`config.mk`:
```
export PLATFORM = sky130hd
export DESIGN_NAME = lru_cache_with_expiry_top
export DESIGN_NICKNAME = d
export VERILOG_FILES = /design/src/hdl/lce_pkg.sv /design/src/hdl/lce_ram.sv /design/src/hdl/lru_cache_with_expiry_top.sv
export SDC_FILE = /design/constraint.sdc
export NUM_CORES = 2
export LEC_CHECK = 0
export BUFFER_PORTS_ARGS = -buffer_cell sky130_fd_sc_hd__buf_4
export CAP_MARGIN = 25
export CORE_MARGIN = 4
export CORE_UTILIZATION = 60
export CTS_BUF_LIST = sky130_fd_sc_hd__clkbuf_16
export CTS_CLUSTER_DIAMETER = 100
export CTS_CLUSTER_SIZE = 8
export DETAILED_ROUTE_END_ITERATION = 7
export PLACE_DENSITY = 0.81
export SETUP_SLACK_MARGIN = 0.2
export SYNTH_ARGS = -nofsm -noshare
export SYNTH_HDL_FRONTEND = slang
export SYNTH_SLANG_ARGS = --single-unit
export TNS_END_PERCENT = 10
```
`constraint.sdc`:
```
create_clock -name clk -period 29.9 [get_ports clk]
set_clock_uncertainty 0.05 [all_clocks]
set_input_delay 1.495 -clock clk [delete_from_list [all_inputs] [get_ports clk]]
set_output_delay 1.495 -clock clk [all_outputs]
set_load 0.02 [all_outputs]
```
`src/hdl/lce_pkg.sv`:
```
// shared types and constants for the lru cache with expiry
package lce_pkg;

    typedef logic [31:0] word_t;
    typedef logic [1:0]  state_t;

    localparam state_t S_IDLE   = 2'd0;
    localparam state_t S_SCAN   = 2'd1;
    localparam state_t S_DECIDE = 2'd2;
    localparam state_t S_UPDATE = 2'd3;

    localparam logic  OP_LOOKUP = 1'b0;
    localparam logic  OP_INSERT = 1'b1;

    localparam word_t TTL_RESET = 32'd300;

endpackage

```
`src/hdl/lce_ram.sv`:
```
// generic simple dual-port ram with one write port and a registered read port
module lce_ram #(
    parameter int WIDTH = 32,
    parameter int DEPTH = 16
) (
    input  logic                                  clk,
    input  logic                                  we,
    input  logic [(DEPTH > 1 ? $clog2(DEPTH) : 1)-1:0] waddr,
    input  logic [WIDTH-1:0]                      wdata,
    input  logic                                  re,
    input  logic [(DEPTH > 1 ? $clog2(DEPTH) : 1)-1:0] raddr,
    output logic [WIDTH-1:0]                      rdata
);

    logic [WIDTH-1:0] mem [DEPTH];

    always_ff @(posedge clk)
    begin
        if (we)
        begin
            mem[waddr] <= wdata;
        end
        if (re)
        begin
            rdata <= mem[raddr];
        end
    end

endmodule

```
`src/hdl/lru_cache_with_expiry_top.sv`:
```
// top level of the fully associative lru cache with expiry age
//
// command channel: a beat is taken at a rising edge with start high and busy
// low; operation, key, value_in and now_tick are sampled there. busy stays high
// until the command is finished.
// result channel: done is high for exactly one cycle with hit, value_out and
// evicted; the receiver cannot stall it, so no result is ever held back.
// configuration: cfg_we writes cfg_wdata into the ttl register at any edge;
// it is meant to be written while busy is low.
// all entries live in one ram word each (key, stamp, value, rank) with a
// registered read, and every command scans the ram one entry per cycle.
// lookup: a scan of every entry, then the decide state; done follows in the next
// cycle, with the block back in idle and able to take a new command.
// insert: the same scan, then a second pass over every entry that writes the
// target entry with rank zero and raises the rank of the valid entries it moves ahead of.
// reset clears the valid bits, the state machine, done and sets ttl to 300;
// the ram needs no clearing pass since only valid entries are ever used.
module lru_cache_with_expiry_top #(
    parameter int ENTRIES    = 16,
    parameter int VALUE_BITS = 32
) (
    input  logic               clk,
    input  logic               rst_n,
    input  logic               start,
    output logic               busy,
    input  logic               operation,
    input  logic signed [31:0] key,
    input  logic        [31:0] value_in,
    input  logic        [31:0] now_tick,
    input  logic               cfg_we,
    input  logic        [31:0] cfg_wdata,
    output logic               done,
    output logic               hit,
    output logic        [31:0] value_out,
    output logic               evicted
);

    localparam int IB        = (ENTRIES > 1) ? $clog2(ENTRIES) : 1;
    localparam int RB        = IB;
    localparam int SB        = (VALUE_BITS < 32) ? VALUE_BITS : 32;
    localparam int RANK_LSB  = 0;
    localparam int VAL_LSB   = RB;
    localparam int STAMP_LSB = RB + SB;
    localparam int KEY_LSB   = RB + SB + 32;
    localparam int WB        = RB + SB + 64;

    localparam logic [IB-1:0] LAST_IDX = IB'(ENTRIES - 1);

    lce_pkg::state_t     state_reg, state_next;
    logic [IB-1:0]       idx_reg, idx_next;
    logic [ENTRIES-1:0]  valid_reg, valid_next;
    lce_pkg::word_t      ttl_reg, ttl_next;
    logic                done_reg, done_next;

    logic                op_reg, op_next;
    lce_pkg::word_t      key_reg, key_next;
    logic [SB-1:0]       val_reg, val_next;
    lce_pkg::word_t      now_reg, now_next;
    logic                found_reg, found_next;
    logic [IB-1:0]       slot_reg, slot_next;
    lce_pkg::word_t      fstamp_reg, fstamp_next;
    logic [SB-1:0]       fvalue_reg, fvalue_next;
    logic [RB-1:0]       frank_reg, frank_next;
    logic                free_found_reg, free_found_next;
    logic [IB-1:0]       free_reg, free_next;
    logic [RB-1:0]       max_rank_reg, max_rank_next;
    logic [IB-1:0]       victim_reg, victim_next;
    logic [IB-1:0]       target_reg, target_next;
    logic                age_all_reg, age_all_next;
    logic                hit_reg, hit_next;
    lce_pkg::word_t      value_out_reg, value_out_next;
    logic                evicted_reg, evicted_next;

    logic                ram_we;
    logic [IB-1:0]       ram_waddr;
    logic [WB-1:0]       ram_wdata;
    logic                ram_re;
    logic [IB-1:0]       ram_raddr;
    logic [WB-1:0]       rd_word;

    lce_pkg::word_t      rd_key;
    logic [RB-1:0]       rd_rank;
    logic                cur_valid;
    lce_pkg::word_t      age;
    logic [IB-1:0]       tgt;

    lce_ram #(
        .WIDTH (WB),
        .DEPTH (ENTRIES)
    ) u_ram (
        .clk   (clk),
        .we    (ram_we),
        .waddr (ram_waddr),
        .wdata (ram_wdata),
        .re    (ram_re),
        .raddr (ram_raddr),
        .rdata (rd_word)
    );

    assign rd_key    = rd_word[KEY_LSB +: 32];
    assign rd_rank   = rd_word[RANK_LSB +: RB];
    assign cur_valid = valid_reg[idx_reg];
    assign age       = now_reg - fstamp_reg;
    assign tgt       = found_reg ? slot_reg : (free_found_reg ? free_reg : victim_reg);

    always_comb
    begin
        state_next      = state_reg;
        idx_next        = idx_reg;
        valid_next      = valid_reg;
        ttl_next        = cfg_we ? cfg_wdata : ttl_reg;
        done_next       = 1'b0;
        op_next         = op_reg;
        key_next        = key_reg;
        val_next        = val_reg;
        now_next        = now_reg;
        found_next      = found_reg;
        slot_next       = slot_reg;
        fstamp_next     = fstamp_reg;
        fvalue_next     = fvalue_reg;
        frank_next      = frank_reg;
        free_found_next = free_found_reg;
        free_next       = free_reg;
        max_rank_next   = max_rank_reg;
        victim_next     = victim_reg;
        target_next     = target_reg;
        age_all_next    = age_all_reg;
        hit_next        = hit_reg;
        value_out_next  = value_out_reg;
        evicted_next    = evicted_reg;
        ram_we          = 1'b0;
        ram_waddr       = idx_reg;
        ram_wdata       = rd_word;
        ram_re          = 1'b0;
        ram_raddr       = '0;

        case (state_reg)
            lce_pkg::S_IDLE:
            begin
                if (start)
                begin
                    op_next         = operation;
                    key_next        = key;
                    val_next        = value_in[SB-1:0];
                    now_next        = now_tick;
                    found_next      = 1'b0;
                    free_found_next = 1'b0;
                    max_rank_next   = '0;
                    victim_next     = '0;
                    idx_next        = '0;
                    ram_re          = 1'b1;
                    ram_raddr       = '0;
                    state_next      = lce_pkg::S_SCAN;
                end
            end
            lce_pkg::S_SCAN:
            begin
                if (cur_valid && (rd_key == key_reg))
                begin
                    found_next  = 1'b1;
                    slot_next   = idx_reg;
                    fstamp_next = rd_word[STAMP_LSB +: 32];
                    fvalue_next = rd_word[VAL_LSB +: SB];
                    frank_next  = rd_rank;
                end
                if (!cur_valid && !free_found_reg)
                begin
                    free_found_next = 1'b1;
                    free_next       = idx_reg;
                end
                if (cur_valid && (rd_rank >= max_rank_reg))
                begin
                    max_rank_next = rd_rank;
                    victim_next   = idx_reg;
                end
                if (idx_reg == LAST_IDX)
                begin
                    state_next = lce_pkg::S_DECIDE;
                end
                else
                begin
                    ram_re    = 1'b1;
                    ram_raddr = idx_reg + 1'b1;
                    idx_next  = idx_reg + 1'b1;
                end
            end
            lce_pkg::S_DECIDE:
            begin
                done_next = 1'b1;
                if (op_reg == lce_pkg::OP_LOOKUP)
                begin
                    hit_next       = found_reg && (age <= ttl_reg);
                    value_out_next = (found_reg && (age <= ttl_reg)) ? 32'(fvalue_reg) : '0;
                    evicted_next   = 1'b0;
                    state_next     = lce_pkg::S_IDLE;
                end
                else
                begin
                    hit_next        = found_reg;
                    value_out_next  = '0;
                    evicted_next    = !found_reg && !free_found_reg;
                    target_next     = tgt;
                    age_all_next    = !found_reg;
                    valid_next[tgt] = 1'b1;
                    idx_next        = '0;
                    ram_re          = 1'b1;
                    ram_raddr       = '0;
                    state_next      = lce_pkg::S_UPDATE;
                end
            end
            lce_pkg::S_UPDATE:
            begin
                ram_we = 1'b1;
                if (idx_reg == target_reg)
                begin
                    ram_wdata = {key_reg, now_reg, val_reg, {RB{1'b0}}};
                end
                else if (cur_valid && (age_all_reg || (rd_rank < frank_reg)))
                begin
                    ram_wdata = {rd_word[WB-1:RB], rd_rank + 1'b1};
                end
                if (idx_reg == LAST_IDX)
                begin
                    state_next = lce_pkg::S_IDLE;
                end
                else
                begin
                    ram_re    = 1'b1;
                    ram_raddr = idx_reg + 1'b1;
                    idx_next  = idx_reg + 1'b1;
                end
            end
            default:
            begin
                state_next = lce_pkg::S_IDLE;
            end
        endcase
    end

    always_ff @(posedge clk or negedge rst_n)
    begin
        if (!rst_n)
        begin
            state_reg <= lce_pkg::S_IDLE;
            valid_reg <= '0;
            ttl_reg   <= lce_pkg::TTL_RESET;
            done_reg  <= 1'b0;
        end
        else
        begin
            state_reg <= state_next;
            valid_reg <= valid_next;
            ttl_reg   <= ttl_next;
            done_reg  <= done_next;
        end
    end

    always_ff @(posedge clk)
    begin
        idx_reg        <= idx_next;
        op_reg         <= op_next;
        key_reg        <= key_next;
        val_reg        <= val_next;
        now_reg        <= now_next;
        found_reg      <= found_next;
        slot_reg       <= slot_next;
        fstamp_reg     <= fstamp_next;
        fvalue_reg     <= fvalue_next;
        frank_reg      <= frank_next;
        free_found_reg <= free_found_next;
        free_reg       <= free_next;
        max_rank_reg   <= max_rank_next;
        victim_reg     <= victim_next;
        target_reg     <= target_next;
        age_all_reg    <= age_all_next;
        hit_reg        <= hit_next;
        value_out_reg  <= value_out_next;
        evicted_reg    <= evicted_next;
    end

    assign busy      = (state_reg != lce_pkg::S_IDLE);
    assign done      = done_reg;
    assign hit       = hit_reg;
    assign value_out = value_out_reg;
    assign evicted   = evicted_reg;

    // a result beat never stretches: done is dropped again after it
    a_done_single: assert property (@(posedge clk) disable iff (!rst_n)
        done_reg |=> !done_reg)
        else $error("result strobe held for two cycles");

    // an eviction only happens on an insert of a new key
    a_evict_miss: assert property (@(posedge clk) disable iff (!rst_n)
        (done_reg && evicted_reg) |-> (!hit_reg && (value_out_reg == '0)))
        else $error("eviction reported together with a hit or a value");

    // the victim path is taken only when every entry is valid
    a_evict_full: assert property (@(posedge clk) disable iff (!rst_n)
        ((state_reg == lce_pkg::S_DECIDE) && (op_reg == lce_pkg::OP_INSERT) &&
         !found_reg && !free_found_reg) |-> (&valid_reg))
        else $error("eviction while a free entry exists");

    // the scan never changes which entries are valid
    a_scan_valid: assert property (@(posedge clk) disable iff (!rst_n)
        (state_reg == lce_pkg::S_SCAN) |=> $stable(valid_reg))
        else $error("valid bits changed during the scan");

    // an accepted command makes the block busy in the next cycle
    a_accept_busy: assert property (@(posedge clk) disable iff (!rst_n)
        (start && !busy) |=> busy)
        else $error("command accepted but block not busy");

endmodule

```
==> impl_metrics.py <==
metrics = {
    "timing": {
        "drv_slew": 0,
        "max_freq_mhz": 183,
        "slew_headroom_pct": 22.7,
        "fin_setup_tns_ns": 0,
        "tightest_slew_ns": 1.16,
        "layout_setup_ws_ns": 24.45,
        "fin_crit_ns": 5.45,
        "final.period_utilization_pct": 18.2,
        "setup_viol": 0,
        "grt_setup_unrepaired": "no",
        "hold_violations": 0,
    },
    "finish": {
        "largest_register_ffs": 1600,
        "stdcell_area_sq_um": 88000,
        "regArea_sq_um": 59100,
        "drive_gt1_share_pct": 15.6,
        "biggestRegsByFlops": "u_ram.mem: 1600 flops, u_ram.rdata: 100 flops",
        "final_nets": 5224,
        "final_cell_mix": "1,926 x edfxtp_1, 700 x nand2_1, 303 x clkbuf_16",
        "final_common_cell": "edfxtp_1",
        "area_growth_pct": 13.8,
        "stdcell_count": 6739,
        "multi_input_area_sq_um": 16700,
        "fillCellCount": 7531,
        "regMostFlops": "u_ram.mem",
    },
    "detailed_routing": {
        "maxUsedRoutingLayer": "met5",
        "vias": 46900,
        "wl_met2_um": 97900,
        "routed_wl_um": 200000,
        "first_iter_violations": 7097,
        "wl_met1_um": 69200,
        "met3_length_um": 24500,
        "drc": 0,
        "detail_route.vias_per_cell": 6.95,
        "wire_per_inst_um": 29.7,
        "antenna_left": 0,
        "drt_pre_antenna_iters": 8,
    },
    "power_and_ir_drop": {
        "power.share.clock_pct": 28.6,
        "power.net_switching_mw": 3.59,
        "p_int_mw": 6.48,
        "cellLeakagePower_nw": 29.6,
        "power_density_nw_per_um2": 114,
        "power_switching_share_pct": 35.6,
        "peakVddDrop_mv": 0.138,
        "p_comb_share_pct": 33.4,
        "pwr-share-seq_pct": 38.0,
        "power.total_mw": 10.1,
    },
    "critical_path": {
        "crit_type": "register to register",
        "required_ns": 30.43,
        "critPathArrivalTime_ns": 5.98,
        "ff2ff_setup_slack_ns": 24.45,
        "timing.rr.start": "idx_reg[0]",
        "worstRegToRegCells": 10,
        "cp_max_fo": 121,
        "start_kind": "register",
        "critPathCaptureType": "register",
        "rr_endpoint": "u_ram.rdata[7]",
    },
    "min_path": {
        "hold_path_class": "register to register",
        "min_from": "u_ram.rdata[66]",
        "hold_path_depth": 0,
        "hold-path-endpoint": "fstamp_reg[30]",
    },
    "yosys": {
        "ys_top_cells_by_area": "edfxtp_1 75%, nand2_1 3.4%, a311oi_1 3.4%, mux4_2 3.0%, o22ai_1 1.6%",
        "syn_nets": 4984,
        "avgSynthCellArea_sq_um": 16.2,
        "synthCells": 4775,
        "yosysTopAreaCellShare_pct": 74.8,
        "yosysSeqAreaShare_pct": 76.4,
        "synthArstFlopShare_pct": 2.58,
        "synth-edff-count": 1926,
        "synth_top_area_cell": "edfxtp_1",
        "synthFlopType": "edfxtp_1",
        "ys_warn_count": 0,
        "netlist_area_sq_um": 77300,
        "synth-seq-cells": 1977,
        "synth_cell_type_count": 60,
    },
    "clock_network": {
        "clk_latency_ns": 0.92,
        "clock-root-buffer": "clkbuf_16",
        "cts_hold_buf": 0,
        "clk_path_buf_depth": 4,
        "cts_setup_buffers": 0,
        "cts_tree": "done",
        "clk_pin_slew_ns": 0.05,
        "cts.sinks": 1977,
        "cts_resized": 0,
        "numCtsBuffers": 297,
        "htree_levels": 5,
    },
    "run_status": {
        "status": "complete, no violations",
    },
    "placed_design": {
        "numPortBuffers": 168,
        "dpl.cell_count": 6374,
        "detailed_place.area_sq_um": 80100,
        "gp_congestion": 0.835,
        "hpwlAfterDp_um": 92800,
        "pre_cts_ws_ns": 24.64,
    },
    "global_route": {
        "grt_usage_pct": 29.0,
        "overflow": 0,
        "grt_pass1_wl_um": 294000,
        "grt_pass1_vias": 48000,
        "antenna_found_initial": 3,
        "grt_max_degree": 194,
    },
    "die": {
        "die_y_um": 367,
        "initial_core_util_pct": 60.5,
        "die_x_um": 367,
        "core_sq_um": 128000,
        "rows": 131,
        "pin_count": 169,
        "die_area_sq_um": 135000,
    },
    "job": {
        "maxCapViolCount": 0,
    },
}
## Yosys cell counts, types with 45 or more instances
library cell / count
mux2_2: 98
xor2_1: 46
ha_1: 75
buf_2: 61
a311oi_1: 299
nor2_1: 65
a21o_1: 45
inv_1: 92
o22ai_1: 199
a211oi_1: 106
a21oi_1: 233
o21ai_0: 45
edfxtp_1: 1926
nand2_1: 703
clkbuf_1: 179
nor3_1: 110
and2_1: 117
dfrtp_1: 47
mux4_2: 102
## critical path: stages (launching register included)
cell and delay (ns):
edfxtp_1 0.64, ha_1 0.40, xor2_1 0.31, nand2_4 0.37, inv_8 0.76, buf_4 0.64
buf_12 0.31, buf_4 0.64, mux4_2 0.43, a21oi_1 0.24, a21oi_1 0.11
## cell type report
type | count | share of cell area, %
repair buffers | 239 | 2.16
well taps | 1662 | 2.36
clock buffers | 303 | 8.62
flip-flops and latches | 1977 | 67.2
clock inverters | 57 | 0.290
diodes | 1 | 0.00284
inverters | 92 | 0.404
multi-input cells | 2408 | 19.0
## kinds of logic (layout without fill, tap and decap cells)
logic type / count (synthesis) / count (layout) / synth area share (%)
AO/OA/AOI/OAI: 975 / 975 / 8.74
XOR/XNOR: 67 / 67 / 0.759
adder cells (fa/ha/maj): 76 / 76 / 1.24
buffers and inverters: 390 / 691 / 2.16
flip-flops: 1977 / 1977 / 76.4
multiplexers: 212 / 212 / 4.62
other: 0 / 1 / 0
AND/OR/NAND/NOR: 1078 / 1078 / 6.06
## power by group through the flow
stage | registers [mW] | logic (mW) | clock network [mW]
after floorplan | 3.82 | 2.30 | 0
after global placement | 3.86 | 3.07 | 0
after detailed placement | 3.87 | 3.18 | 0
after CTS | 3.82 | 3.28 | 2.88
after global routing | 3.83 | 3.58 | 3.02
final | 3.83 | 3.37 | 2.88
## per-stage QoR
stage / utilization (%) / hold slack [ns]
final: 68.8 / 0.364
after global routing: 68.8 / 0.395
after CTS: 68.8 / 0.375
after detailed placement: 62.6 / 0.381
after global placement: 62.6 / 0.375
after floorplan: - / 0.370
## how the worst max path moves through the flow
stage	start	slack [ns]	to
floorplan	idx_reg[0]	20.53	found_reg
global placement	idx_reg[0]	24.77	u_ram.rdata[11]
detailed placement	idx_reg[0]	24.64	u_ram.rdata[7]
CTS	idx_reg[0]	24.55	u_ram.rdata[7]
global route	idx_reg[0]	24.30	u_ram.rdata[7]
finish	idx_reg[0]	24.45	u_ram.rdata[7]
## layer usage
layer | GRT usage, % | up-vias
li1 | - | 19200
met1 | 37.7 | 23100
met2 | 47.3 | 3913
met3 | 6.43 | 668
met4 | 13.5 | 2
met5 | 0 | -
No activity file was read; power rests on OpenSTA's default activity.
